## src/rtl/core/rectangle_overlap_clip_subtract_unit_macros.svh

```systemverilog
// Assertion macros shared by the rectangle overlap, clip and subtract unit.
`ifndef RECTANGLE_OVERLAP_CLIP_SUBTRACT_UNIT_MACROS_SVH
`define RECTANGLE_OVERLAP_CLIP_SUBTRACT_UNIT_MACROS_SVH
`ifndef NO_ASSERTIONS
// same-cycle implication
`define ROCSU_ASSERT_IMP(lbl, clk, rst, ante, cons) \
   lbl: assert property (@(posedge clk) disable iff (rst) (ante) |-> (cons)) \
      else $error("rocsu assertion failed");
// next-cycle implication
`define ROCSU_ASSERT_NEXT(lbl, clk, rst, ante, cons) \
   lbl: assert property (@(posedge clk) disable iff (rst) (ante) |=> (cons)) \
      else $error("rocsu assertion failed");
`else
`define ROCSU_ASSERT_IMP(lbl, clk, rst, ante, cons)
`define ROCSU_ASSERT_NEXT(lbl, clk, rst, ante, cons)
`endif
`endif

```

## src/rtl/core/rocsu_pkg.sv

```systemverilog
// Shared constants and types of the rectangle overlap, clip and subtract unit.
package rocsu_pkg;

   // default coordinate width
   localparam int COORD_BITS_DEFAULT = 16;

   // pieces one item can produce
   localparam int PIECE_MAX = 4;
   localparam int PIECE_IDX_BITS = $clog2(PIECE_MAX);

   // operation codes
   localparam logic [1:0] MODE_OVERLAP   = 2'd0;
   localparam logic [1:0] MODE_INTERSECT = 2'd1;
   localparam logic [1:0] MODE_SUBTRACT  = 2'd2;

   // piece slots, in output order
   localparam int PC_LEFT   = 0;
   localparam int PC_TOP    = 1;
   localparam int PC_RIGHT  = 2;
   localparam int PC_BOTTOM = 3;

   // which pieces exist and their found flags
   typedef struct packed {
      logic [PIECE_MAX-1:0] mask;
      logic [PIECE_MAX-1:0] found;
   } piece_ctl_type;

endpackage

```

## src/rtl/core/rocsu_channels.sv

```systemverilog
// Request and response channel interfaces of the rectangle unit.
interface rocsu_req_if #(
   parameter int COORD_BITS = rocsu_pkg::COORD_BITS_DEFAULT
);
   logic                         valid;
   logic                         ready;
   logic [1:0]                   mode;
   logic signed [COORD_BITS-1:0] a_left;
   logic signed [COORD_BITS-1:0] a_top;
   logic signed [COORD_BITS-1:0] a_right;
   logic signed [COORD_BITS-1:0] a_bottom;
   logic signed [COORD_BITS-1:0] b_left;
   logic signed [COORD_BITS-1:0] b_top;
   logic signed [COORD_BITS-1:0] b_right;
   logic signed [COORD_BITS-1:0] b_bottom;

   modport source (
      output valid, mode, a_left, a_top, a_right, a_bottom,
             b_left, b_top, b_right, b_bottom,
      input  ready
   );
   modport sink (
      input  valid, mode, a_left, a_top, a_right, a_bottom,
             b_left, b_top, b_right, b_bottom,
      output ready
   );
endinterface

interface rocsu_rsp_if #(
   parameter int COORD_BITS = rocsu_pkg::COORD_BITS_DEFAULT
);
   logic                         valid;
   logic                         ready;
   logic signed [COORD_BITS-1:0] out_left;
   logic signed [COORD_BITS-1:0] out_top;
   logic signed [COORD_BITS-1:0] out_right;
   logic signed [COORD_BITS-1:0] out_bottom;
   logic                         found;
   logic                         last;

   modport source (
      output valid, out_left, out_top, out_right, out_bottom, found, last,
      input  ready
   );
   modport sink (
      input  valid, out_left, out_top, out_right, out_bottom, found, last,
      output ready
   );
endinterface

```

## src/rtl/core/rocsu_calc.sv

```systemverilog
// Combinational overlap test, clip and four-way split of one rectangle pair.
module rocsu_calc #(
   parameter int COORD_BITS = rocsu_pkg::COORD_BITS_DEFAULT
) (
   input  logic [1:0]                                        mode,
   input  logic signed [COORD_BITS-1:0]                      a_left,
   input  logic signed [COORD_BITS-1:0]                      a_top,
   input  logic signed [COORD_BITS-1:0]                      a_right,
   input  logic signed [COORD_BITS-1:0]                      a_bottom,
   input  logic signed [COORD_BITS-1:0]                      b_left,
   input  logic signed [COORD_BITS-1:0]                      b_top,
   input  logic signed [COORD_BITS-1:0]                      b_right,
   input  logic signed [COORD_BITS-1:0]                      b_bottom,
   output logic [rocsu_pkg::PIECE_MAX-1:0][COORD_BITS-1:0]   pc_left,
   output logic [rocsu_pkg::PIECE_MAX-1:0][COORD_BITS-1:0]   pc_top,
   output logic [rocsu_pkg::PIECE_MAX-1:0][COORD_BITS-1:0]   pc_right,
   output logic [rocsu_pkg::PIECE_MAX-1:0][COORD_BITS-1:0]   pc_bottom,
   output rocsu_pkg::piece_ctl_type                          pc_ctl
);

   logic                         overlap;
   logic signed [COORD_BITS-1:0] max_left;
   logic signed [COORD_BITS-1:0] max_top;
   logic signed [COORD_BITS-1:0] min_right;
   logic signed [COORD_BITS-1:0] min_bottom;
   logic [rocsu_pkg::PIECE_MAX-1:0] split;

   // overlap and clipped edges
   assign overlap = !(a_left > b_right || a_right < b_left ||
                      a_top > b_bottom || a_bottom < b_top);
   assign max_left   = (a_left > b_left)     ? a_left   : b_left;
   assign max_top    = (a_top > b_top)       ? a_top    : b_top;
   assign min_right  = (a_right < b_right)   ? a_right  : b_right;
   assign min_bottom = (a_bottom < b_bottom) ? a_bottom : b_bottom;

   // which difference pieces qualify
   always_comb begin
      split = '0;
      split[rocsu_pkg::PC_LEFT]   = (b_left > a_left) && (a_bottom >= a_top);
      split[rocsu_pkg::PC_TOP]    = (b_right >= b_left) && (b_top > a_top);
      split[rocsu_pkg::PC_RIGHT]  = (a_right > b_right) && (a_bottom >= a_top);
      split[rocsu_pkg::PC_BOTTOM] = (b_right >= b_left) && (a_bottom > b_bottom);
   end

   // piece list; slot zero echoes A unless overwritten
   always_comb begin
      for (int i = 0; i < rocsu_pkg::PIECE_MAX; i++) begin
         pc_left[i]   = a_left;
         pc_top[i]    = a_top;
         pc_right[i]  = a_right;
         pc_bottom[i] = a_bottom;
      end
      pc_ctl.mask  = {{(rocsu_pkg::PIECE_MAX-1){1'b0}}, 1'b1};
      pc_ctl.found = '0;
      unique case (mode)
         rocsu_pkg::MODE_OVERLAP: begin
            pc_ctl.found[0] = overlap;
         end
         rocsu_pkg::MODE_INTERSECT: begin
            if (overlap) begin
               pc_left[0]      = max_left;
               pc_top[0]       = max_top;
               pc_right[0]     = min_right;
               pc_bottom[0]    = min_bottom;
               pc_ctl.found[0] = (min_right >= max_left) && (min_bottom >= max_top);
            end
         end
         rocsu_pkg::MODE_SUBTRACT: begin
            if (!overlap) begin
               pc_ctl.found[0] = 1'b1;
            end else if (split != '0) begin
               pc_ctl.mask  = split;
               pc_ctl.found = split;
               // left strip
               pc_right[rocsu_pkg::PC_LEFT]   = b_left - COORD_BITS'(1);
               // top strip
               pc_left[rocsu_pkg::PC_TOP]     = max_left;
               pc_right[rocsu_pkg::PC_TOP]    = min_right;
               pc_bottom[rocsu_pkg::PC_TOP]   = b_top - COORD_BITS'(1);
               // right strip
               pc_left[rocsu_pkg::PC_RIGHT]   = b_right + COORD_BITS'(1);
               // bottom strip
               pc_left[rocsu_pkg::PC_BOTTOM]  = max_left;
               pc_top[rocsu_pkg::PC_BOTTOM]   = b_bottom + COORD_BITS'(1);
               pc_right[rocsu_pkg::PC_BOTTOM] = min_right;
            end
         end
         default: begin
            // unused code: echo A, not found
            pc_ctl.found = '0;
         end
      endcase
   end

endmodule

```

## src/rtl/core/rectangle_overlap_clip_subtract_unit.sv

```systemverilog
// Top level of the rectangle overlap test, clip and subtract unit.
//
// Usage: each item on req_chan carries a mode and rectangles A and B with
// inclusive signed edges. Mode 0 tests overlap, mode 1 clips A to B, mode 2
// splits A minus B into up to four pieces (left, top, right, bottom). Every
// item yields one to four rsp_chan items; last marks the final one.
// Both channels move an item on a clock edge with valid and ready high.
// An accepted item waits in the stage register; its first result then moves
// on to the output register once that register is free.
// Throughput: one cycle per result while the receiver does not stall. Items
// with one result go back to back; a subtract with n pieces holds the stage
// register until all n have left, since that register hands out one piece
// per cycle to the output register. A new item is taken in the same cycle
// the last piece of the previous one moves on. When the receiver stalls,
// the output register holds its item and the stage register waits behind it.
// Reset (synchronous, active high) empties both registers.
`include "rectangle_overlap_clip_subtract_unit_macros.svh"

module rectangle_overlap_clip_subtract_unit #(
   parameter int COORD_BITS = rocsu_pkg::COORD_BITS_DEFAULT
) (
   input logic         clock,
   input logic         reset,
   rocsu_req_if.sink   req_chan,
   rocsu_rsp_if.source rsp_chan
);

   localparam int PN = rocsu_pkg::PIECE_MAX;
   localparam int PI = rocsu_pkg::PIECE_IDX_BITS;

   // stage register
   logic                         s1_valid_ff, s1_valid_in;
   logic [PN-1:0]                sent_ff, sent_in;
   logic [1:0]                   s1_mode_ff;
   logic signed [COORD_BITS-1:0] s1_a_left_ff, s1_a_top_ff, s1_a_right_ff, s1_a_bottom_ff;
   logic signed [COORD_BITS-1:0] s1_b_left_ff, s1_b_top_ff, s1_b_right_ff, s1_b_bottom_ff;

   // output register
   logic                         rsp_valid_ff, rsp_valid_in;
   logic signed [COORD_BITS-1:0] out_left_ff, out_top_ff, out_right_ff, out_bottom_ff;
   logic                         found_ff, last_ff;

   // piece list
   logic [PN-1:0][COORD_BITS-1:0] pc_left, pc_top, pc_right, pc_bottom;
   rocsu_pkg::piece_ctl_type      pc_ctl;

   // piece selection
   logic [PN-1:0] pend;
   logic [PI-1:0] sel_idx;
   logic [PN-1:0] sel_onehot;
   logic          sel_last;
   logic          out_free;
   logic          adv;
   logic          req_take;

   rocsu_calc #(
      .COORD_BITS (COORD_BITS)
   ) u_calc (
      .mode      (s1_mode_ff),
      .a_left    (s1_a_left_ff),
      .a_top     (s1_a_top_ff),
      .a_right   (s1_a_right_ff),
      .a_bottom  (s1_a_bottom_ff),
      .b_left    (s1_b_left_ff),
      .b_top     (s1_b_top_ff),
      .b_right   (s1_b_right_ff),
      .b_bottom  (s1_b_bottom_ff),
      .pc_left   (pc_left),
      .pc_top    (pc_top),
      .pc_right  (pc_right),
      .pc_bottom (pc_bottom),
      .pc_ctl    (pc_ctl)
   );

   // lowest pending piece goes next
   assign pend = pc_ctl.mask & ~sent_ff;
   always_comb begin
      sel_idx = '0;
      for (int i = PN - 1; i >= 0; i--) begin
         if (pend[i]) begin
            sel_idx = PI'(i);
         end
      end
   end
   assign sel_onehot = PN'(1) << sel_idx;
   assign sel_last   = (pend & ~sel_onehot) == '0;

   // handshakes
   assign out_free       = !rsp_valid_ff || rsp_chan.ready;
   assign adv            = s1_valid_ff && out_free;
   assign req_chan.ready = !s1_valid_ff || (out_free && sel_last);
   assign req_take       = req_chan.valid && req_chan.ready;

   // stage control next state
   always_comb begin
      s1_valid_in = s1_valid_ff;
      sent_in     = sent_ff;
      if (adv && !sel_last) begin
         sent_in = sent_ff | sel_onehot;
      end
      if (adv && sel_last) begin
         s1_valid_in = 1'b0;
         sent_in     = '0;
      end
      if (req_take) begin
         s1_valid_in = 1'b1;
         sent_in     = '0;
      end
   end

   // output valid next state
   always_comb begin
      rsp_valid_in = rsp_valid_ff;
      if (out_free) begin
         rsp_valid_in = adv;
      end
   end

   // control registers
   always_ff @(posedge clock) begin
      if (reset) begin
         s1_valid_ff  <= 1'b0;
         sent_ff      <= '0;
         rsp_valid_ff <= 1'b0;
      end else begin
         s1_valid_ff  <= s1_valid_in;
         sent_ff      <= sent_in;
         rsp_valid_ff <= rsp_valid_in;
      end
   end

   // stage payload
   always_ff @(posedge clock) begin
      if (req_take) begin
         s1_mode_ff     <= req_chan.mode;
         s1_a_left_ff   <= req_chan.a_left;
         s1_a_top_ff    <= req_chan.a_top;
         s1_a_right_ff  <= req_chan.a_right;
         s1_a_bottom_ff <= req_chan.a_bottom;
         s1_b_left_ff   <= req_chan.b_left;
         s1_b_top_ff    <= req_chan.b_top;
         s1_b_right_ff  <= req_chan.b_right;
         s1_b_bottom_ff <= req_chan.b_bottom;
      end
   end

   // output payload
   always_ff @(posedge clock) begin
      if (adv) begin
         out_left_ff   <= pc_left[sel_idx];
         out_top_ff    <= pc_top[sel_idx];
         out_right_ff  <= pc_right[sel_idx];
         out_bottom_ff <= pc_bottom[sel_idx];
         found_ff      <= pc_ctl.found[sel_idx];
         last_ff       <= sel_last;
      end
   end

   assign rsp_chan.valid      = rsp_valid_ff;
   assign rsp_chan.out_left   = out_left_ff;
   assign rsp_chan.out_top    = out_top_ff;
   assign rsp_chan.out_right  = out_right_ff;
   assign rsp_chan.out_bottom = out_bottom_ff;
   assign rsp_chan.found      = found_ff;
   assign rsp_chan.last       = last_ff;

   // a held item always has a piece left to send
   `ROCSU_ASSERT_IMP(a_pend_nonzero, clock, reset, s1_valid_ff, pend != '0)
   // sent pieces are a subset of the piece list
   `ROCSU_ASSERT_IMP(a_sent_subset, clock, reset, s1_valid_ff, (sent_ff & ~pc_ctl.mask) == '0)
   // an item stays in the stage until its last piece moves
   `ROCSU_ASSERT_NEXT(a_stage_holds, clock, reset, s1_valid_ff && !(adv && sel_last), s1_valid_ff)
   // a result without found is always the only one of its item
   `ROCSU_ASSERT_IMP(a_notfound_last, clock, reset, rsp_valid_ff && !found_ff, last_ff)

endmodule
```

## src/flat_wrapper.sv

```systemverilog
// flat-port wrapper written by rule: the top's interface ports become plain ports
module rectangle_overlap_clip_subtract_unit_flat 
#(
   parameter int COORD_BITS = rocsu_pkg::COORD_BITS_DEFAULT
)
  (clock, reset, req_chan_valid, req_chan_mode, req_chan_a_left, req_chan_a_top, req_chan_a_right, req_chan_a_bottom, req_chan_b_left, req_chan_b_top, req_chan_b_right, req_chan_b_bottom, req_chan_ready, rsp_chan_valid, rsp_chan_out_left, rsp_chan_out_top, rsp_chan_out_right, rsp_chan_out_bottom, rsp_chan_found, rsp_chan_last, rsp_chan_ready);
  rocsu_req_if #(.COORD_BITS(COORD_BITS)) req_chan_i ();
  rocsu_rsp_if #(.COORD_BITS(COORD_BITS)) rsp_chan_i ();
  input logic clock;
  input logic reset;
  input wire logic [$bits(req_chan_i.valid)-1:0] req_chan_valid;
  input wire logic [$bits(req_chan_i.mode)-1:0] req_chan_mode;
  input wire logic [$bits(req_chan_i.a_left)-1:0] req_chan_a_left;
  input wire logic [$bits(req_chan_i.a_top)-1:0] req_chan_a_top;
  input wire logic [$bits(req_chan_i.a_right)-1:0] req_chan_a_right;
  input wire logic [$bits(req_chan_i.a_bottom)-1:0] req_chan_a_bottom;
  input wire logic [$bits(req_chan_i.b_left)-1:0] req_chan_b_left;
  input wire logic [$bits(req_chan_i.b_top)-1:0] req_chan_b_top;
  input wire logic [$bits(req_chan_i.b_right)-1:0] req_chan_b_right;
  input wire logic [$bits(req_chan_i.b_bottom)-1:0] req_chan_b_bottom;
  output wire logic [$bits(req_chan_i.ready)-1:0] req_chan_ready;
  output wire logic [$bits(rsp_chan_i.valid)-1:0] rsp_chan_valid;
  output wire logic [$bits(rsp_chan_i.out_left)-1:0] rsp_chan_out_left;
  output wire logic [$bits(rsp_chan_i.out_top)-1:0] rsp_chan_out_top;
  output wire logic [$bits(rsp_chan_i.out_right)-1:0] rsp_chan_out_right;
  output wire logic [$bits(rsp_chan_i.out_bottom)-1:0] rsp_chan_out_bottom;
  output wire logic [$bits(rsp_chan_i.found)-1:0] rsp_chan_found;
  output wire logic [$bits(rsp_chan_i.last)-1:0] rsp_chan_last;
  input wire logic [$bits(rsp_chan_i.ready)-1:0] rsp_chan_ready;
  assign req_chan_i.valid = req_chan_valid;
  assign req_chan_i.mode = req_chan_mode;
  assign req_chan_i.a_left = req_chan_a_left;
  assign req_chan_i.a_top = req_chan_a_top;
  assign req_chan_i.a_right = req_chan_a_right;
  assign req_chan_i.a_bottom = req_chan_a_bottom;
  assign req_chan_i.b_left = req_chan_b_left;
  assign req_chan_i.b_top = req_chan_b_top;
  assign req_chan_i.b_right = req_chan_b_right;
  assign req_chan_i.b_bottom = req_chan_b_bottom;
  assign req_chan_ready = req_chan_i.ready;
  assign rsp_chan_valid = rsp_chan_i.valid;
  assign rsp_chan_out_left = rsp_chan_i.out_left;
  assign rsp_chan_out_top = rsp_chan_i.out_top;
  assign rsp_chan_out_right = rsp_chan_i.out_right;
  assign rsp_chan_out_bottom = rsp_chan_i.out_bottom;
  assign rsp_chan_found = rsp_chan_i.found;
  assign rsp_chan_last = rsp_chan_i.last;
  assign rsp_chan_i.ready = rsp_chan_ready;
  rectangle_overlap_clip_subtract_unit #(.COORD_BITS(COORD_BITS)) u_core (.clock(clock), .reset(reset), .req_chan(req_chan_i), .rsp_chan(rsp_chan_i));
endmodule
```

## config.mk

```make
export PLATFORM = sky130hd
export DESIGN_NAME = rectangle_overlap_clip_subtract_unit_flat
export DESIGN_NICKNAME = d
export VERILOG_FILES = /design/src/rtl/core/rocsu_pkg.sv /design/src/rtl/core/rocsu_channels.sv /design/src/rtl/core/rocsu_calc.sv /design/src/rtl/core/rectangle_overlap_clip_subtract_unit.sv /design/src/flat_wrapper.sv
export VERILOG_INCLUDE_DIRS = /design/src /design/src/rtl/core
export SDC_FILE = /design/constraint.sdc
export NUM_CORES = 1
export LEC_CHECK = 0
export BUFFER_PORTS_ARGS = -buffer_cell sky130_fd_sc_hd__clkbuf_2
export CAP_MARGIN = 20
export CORE_MARGIN = 2
export CORE_UTILIZATION = 35
export DETAILED_ROUTE_END_ITERATION = 7
export PLACE_DENSITY = 0.64
export SETUP_SLACK_MARGIN = 0.05
export SLEW_MARGIN = 10
export SYNTH_ARGS = -nofsm -noshare
export SYNTH_HDL_FRONTEND = slang
export SYNTH_HIERARCHICAL = 1
export SYNTH_SLANG_ARGS = --single-unit
```

## constraint.sdc

```tcl
create_clock -name clock -period 29.3 [get_ports clock]
set_input_delay 4.395 -clock clock [delete_from_list [all_inputs] [get_ports clock]]
set_output_delay 4.395 -clock clock [all_outputs]
set_load 0.02 [all_outputs]
```

* Word-level counts from Yosys, hierarchy flattened *
Cells that the tools add are included.

storage, ports and cells
  bits in registers = 202
  bits of input ports = 134
  logic and storage cells = 121

cells by class
  add/subtract/negate cells = 4
  order comparisons = 17
  eq/ne operators = 2
  shifts and indexed selects = 1
  muxes and demuxes = 50
  bitwise gates (word level) = 5
  reductions and logical operators = 24

operators with widths
  operator               number
  $mux 16                25
  $mux 48                3
  $bmux 16 s2            4
  $gt 16x16->1           8
  $ge 16x16->1           4
  $lt 16x16->1           4
  $mux 32                2
  $add 16x2->16 const B  2
  $pmux 16 s2            1
  $sub 16x2->16 const B  2
  $logic_and 1x1->1      10
  $and 4x4->4            2
  $mux 2                 4
  $mux 8                 1
  $not 4->4              2
  $mux 7                 1
  $logic_or 1x1->1       5
  $mux 1                 5
  $logic_not 1->1        4
  $logic_not 4->1        1
  $mux 4                 1
  $or 4x4->4             1
  $reduce_bool 4->1      1
  $shl 1x2->4 const A    1
  other kinds (9)        9

* Depth between registers and ports, before layout *
  word-level depth = 19
  gate-level depth with buffers = 22
  depth with buffers taken out = 21

* By module *
The synthesis kept the hierarchy.

by module, submodules not included
  module                                instances  cells each  area each (um^2)  sequential area each (um^2)
  rocsu_calc                            1          1306        8708.4            0.0
  rectangle_overlap_clip_subtract_unit  1          394         7631.1            6005.8

* Least setup slack after synthesis *
No wires, ideal clock.

  kind = input-to-reg
  start = in rsp_chan_ready
  end = reg u_core.s1_a_bottom_ff[0], enable pin
  library setup time = 0.662 ns
  arrival = 10.947 ns
  required time = 28.638 ns
  slack = 17.691 ns
  stages on the path = 3
  buffers on the path = 0
  path through = nand2b_1 o211ai_1 a21oi_1

between the ends
  cells in the longest elaborated chain, start to end = 4

ends and longest elaborated chain
  element                 line                                         text
  start: declaration      flat_wrapper.sv:29                           input wire logic [$bits(rsp_chan_i.ready)-1:0] rsp_chan_ready;
  $logic_or 1x1->1        rectangle_overlap_clip_subtract_unit.sv:89   assign out_free = !rsp_valid_ff || rsp_chan.ready;
  $logic_and 1x1->1       rectangle_overlap_clip_subtract_unit.sv:91   assign req_chan.ready = !s1_valid_ff || (out_free && sel_last);
  $logic_or 1x1->1        rectangle_overlap_clip_subtract_unit.sv:91
  $logic_and 1x1->1       rectangle_overlap_clip_subtract_unit.sv:92   assign req_take = req_chan.valid && req_chan.ready;
  via u_core.req_take     rectangle_overlap_clip_subtract_unit.sv:54   logic req_take;
  end signal: assignment  rectangle_overlap_clip_subtract_unit.sv:139  s1_a_bottom_ff <= req_chan.a_bottom;
  end: declaration        rectangle_overlap_clip_subtract_unit.sv:35   logic signed [COORD_BITS-1:0] s1_a_left_ff, s1_a_top_ff, s1_a_right_ff, s1_a_bottom_ff;

The timed path passes the listed nets, and every way through them passes these cells.
A chain may end at the register's enable or synchronous reset.

* Worst setup path after layout *
  start = in rsp_chan_ready
  end = out req_chan_ready

between the ends
  cells in the longest elaborated chain, start to end = 3

ends and longest elaborated chain
  element            line                                        text
  $logic_or 1x1->1   rectangle_overlap_clip_subtract_unit.sv:89
  $logic_and 1x1->1  rectangle_overlap_clip_subtract_unit.sv:91
  $logic_or 1x1->1   rectangle_overlap_clip_subtract_unit.sv:91
  end: declaration   flat_wrapper.sv:21                          output wire logic [$bits(req_chan_i.ready)-1:0] req_chan_ready;

No other way between the ends.

==> metrics.csv <==
stage;metric;value;unit
status;status;finished clean;
layout;Fill cells;4598;
floorplanning;die area;48430;um2
flow_run;number of max-cap violations;0;
clock_tree;clock buffer count from CTS;23;
timing;RSZ-0062 raised after global routing;no;
synthesis;Seq/Total Area, Yosys;36.76;%
grt;grt total ovfl;0;
synthesis;Seq cells post-synth;202;
floorplanning;DIE WIDTH;220.1;um
routing;First-pass DRT Iterations;5;
hold_path;Hold Path Class;reg2reg;
clock_tree;Worst-Skew Late Latency;0.54;ns
layout;fin cells;2383;
clock_tree;Clock Tree Root;clkbuf_16;
layout;ANT cells;0;
clock_tree;CTS Hold Bufs;0;
grt;All-Layer GR Usage;20.61;%
timing;Tmin final;9.517;ns
grt;pin count of the biggest net entering global routing;90;
timing;max-slew violations;0;
timing;Setup TNS;0;ns
place;# port buffers;201;
clock_tree;CTS sink cnt;202;
synthesis;Simple-Gate Fraction of Synth Area;13.15;%
routing;drt wl/cell;21.31;um
floorplanning;row cnt;79;
power_and_ir_drop;Pwr Total;0.0008317;W
timing;Worst-Margin Slew;1.036;ns
clock_tree;CTS tree;built;
routing;final WL;50.79;mm
timing;Final Hold Viols;0;
layout;multi-input logic area;8780;um2
synthesis;Synth Area in XOR/XNOR;3.002;%
timing;Fmax;0.1051;GHz
synthesis;mux cell area share after synthesis;2.083;%
synthesis;largest family of logic cells by synthesized area;compound AO/OA/AOI/OAI gates;
grt;initial antenna violation count;0;
power_and_ir_drop;Lkg Pwr;7.536;nW
layout;Layout area overhead;9.181;%
routing;DR vias/cell;5.593;
grt;number of global-route vias before repair;12610;
floorplanning;starting density of the core;35.25;%
layout;NumNets Final;2092;
clock_tree;# resized after CTS;0;
place;routability cong.;0.9137;
critical_path;FF-to-FF path depth;16;
synthesis;Post-synth ARST share;0;%
synthesis;post-synth design cell area;16340;um2
synthesis;complex-gate fraction of the synthesized area;19.95;%
critical_path;critical path type;in2out;
floorplanning;core area;46360;um2
critical_path;WP data required;24.90;ns
routing;DRC;0;
clock_tree;Clock Path Buffers;3;
synthesis;Synth Warn #;6;
layout;Seq. cell area;6006;um2
clock_tree;Worst-path clk slew;0.06;ns
timing;Setup Viol. Count Final;0;
routing;post-route ant nets;0;
critical_path;startpoint types;primary input;
timing;Fin Clk Skew;0.02100;ns
floorplanning;num ports;202;
synthesis;post-synthesis adder-cell area fraction;15.16;%
floorplanning;Die Span Y;220.1;um
synthesis;Synth Area per Inst;9.611;um2
critical_path;critical path peak fanout;4;
timing;slew margin rel.;30.64;%
hold_path;hold depth;1;
power_and_ir_drop;pwr dens;46.62;nW/um2
synthesis;Distinct cells, synth;68;
synthesis;Syn Nets;2032;
synthesis;EDFF count, synth;196;
timing;fin crit share;32.48;%
synthesis;Post-Synthesis Cells;1700;
critical_path;WP data arrival;5.12;ns
power_and_ir_drop;Worst VDD drop;0.03239;mV
synthesis;Top FF cell, synth;edfxtp_1;
clock_tree;postcts setup bufs;0;
routing;DR iter-0 viols;1213;
place;DP Wirelength;37.21;mm
layout;share of cells above drive strength 1;16.44;%
grt;global-route wire length before repair;76.38;mm
clock_tree;CTS H-tree lvls;1;
critical_path;CP Capture Type;primary output;
routing;via count;13330;
place;Placed Cells;2340;
worst max-delay path, cell delays in order:
cell and delay, ns:
clkbuf_2 0.07, nand2b_1 0.19, o211ai_1 0.19, nand2_1 0.11, clkbuf_2 0.17
cells in the mapped netlist, drive strengths merged, types with 3 or more instances:
cell	n	area, um2
or2	3	18.77
mux2	16	180.2
o211ai	8	60.06
clkbuf	40	150.1
a22o	65	569.3
edfxtp	196	5886
nor3	23	115.1
mux2i	16	160.2
a31oi	6	37.54
nand3	36	180.2
nand2b	14	87.58
a211o	3	26.28
a2111o	3	33.78
nor4	16	100.1
xor2	4	35.03
nor2	64	240.2
a31o	3	26.28
dfxtp	6	120.1
o21a	4	30.03
nand4	29	181.4
ha	198	2477
a21oi	115	575.6
a21o	15	112.6
xnor2	52	455.4
and3	6	37.54
inv	113	424.2
nand2	203	762.0
nor3b	17	132.6
a2111oi	3	51.30
a211oi	12	95.09
and4	7	61.31
nor2b	14	110.1
o31ai	3	22.52
o21ai	130	650.6
a221o	82	820.8
nor4b	3	32.53
or3	6	37.54
buf	143	1044
routing by layer:
layer | track usage [%] | vias to the layer above | share of wire, %
li1 | - | 6381 | -
met1 | 29.73 | 6397 | 47
met2 | 32.09 | 493 | 44
met3 | 3.216 | 57 | 7.1
met4 | 5.168 | 0 | 2.0
met5 | 0 | - | 0
placed cells by master, fill, tap and decap left out, types with 51 or more instances in the layout:
cell        n
nand2_1   203
clkbuf_2  201
ha_1      198
edfxtp_1  196
o21ai_0   128
a21oi_1   114
inv_1     113
a221o_1    82
a22o_1     65
nor2_1     64
xnor2_1    51
cell type report:
cell class,count,area share (%)
Clock buffer,26,3.289
Clock inverter,15,0.6172
Inverter,113,2.378
Multi-Input combinational cell,1202,49.21
Sequential cell,202,33.67
Tap cell,607,4.257
Timing Repair Buffer,218,6.579
power breakdown:
part / leakage (nW) / internal [W] / switching [W]
clock network: 0.336 / 0.000153 / 0.000119
logic: 5.27 / 0.0000797 / 0.000124
registers: 1.93 / 0.000337 / 0.0000197
per-stage QoR:
step	cell area (um2)	hold WS [ns]	util [%]	setup WS, ns
2_1_floorplan	16340	0.4666	-	17.69
3_3_place_gp	17090	0.4809	36.86	19.80
3_5_place_dp	17090	0.4788	36.86	19.77
4_1_cts	17780	0.4927	38.36	19.77
5_1_grt	17840	0.5039	38.48	19.64
6_report	17840	0.4933	38.48	19.78
logic make-up (layout without fill, tap and decap cells):
| logic type | after synthesis | after routing |
|---|---|---|
| flip-flops | 202 | 202 |
| AO/OA/AOI/OAI | 469 | 469 |
| buffers and inverters | 296 | 372 |
| multiplexers | 32 | 32 |
| XOR/XNOR | 56 | 56 |
| adder cells (fa/ha/maj) | 198 | 198 |
| AND/OR/NAND/NOR | 447 | 447 |
final timing paths:
path | start | end | slack, ns
setup / recovery | rsp_chan_ready | req_chan_ready | 19.78
hold / removal | u_core/sent_ff[3] | u_core/sent_ff[3] | 0.49
setup reg to reg | u_core/s1_a_top_ff[15] | u_core/s1_a_top_ff[6] | 23.15
hold reg to reg | u_core/sent_ff[3] | u_core/sent_ff[3] | 0.49
No activity file was read; power rests on OpenSTA's default activity.
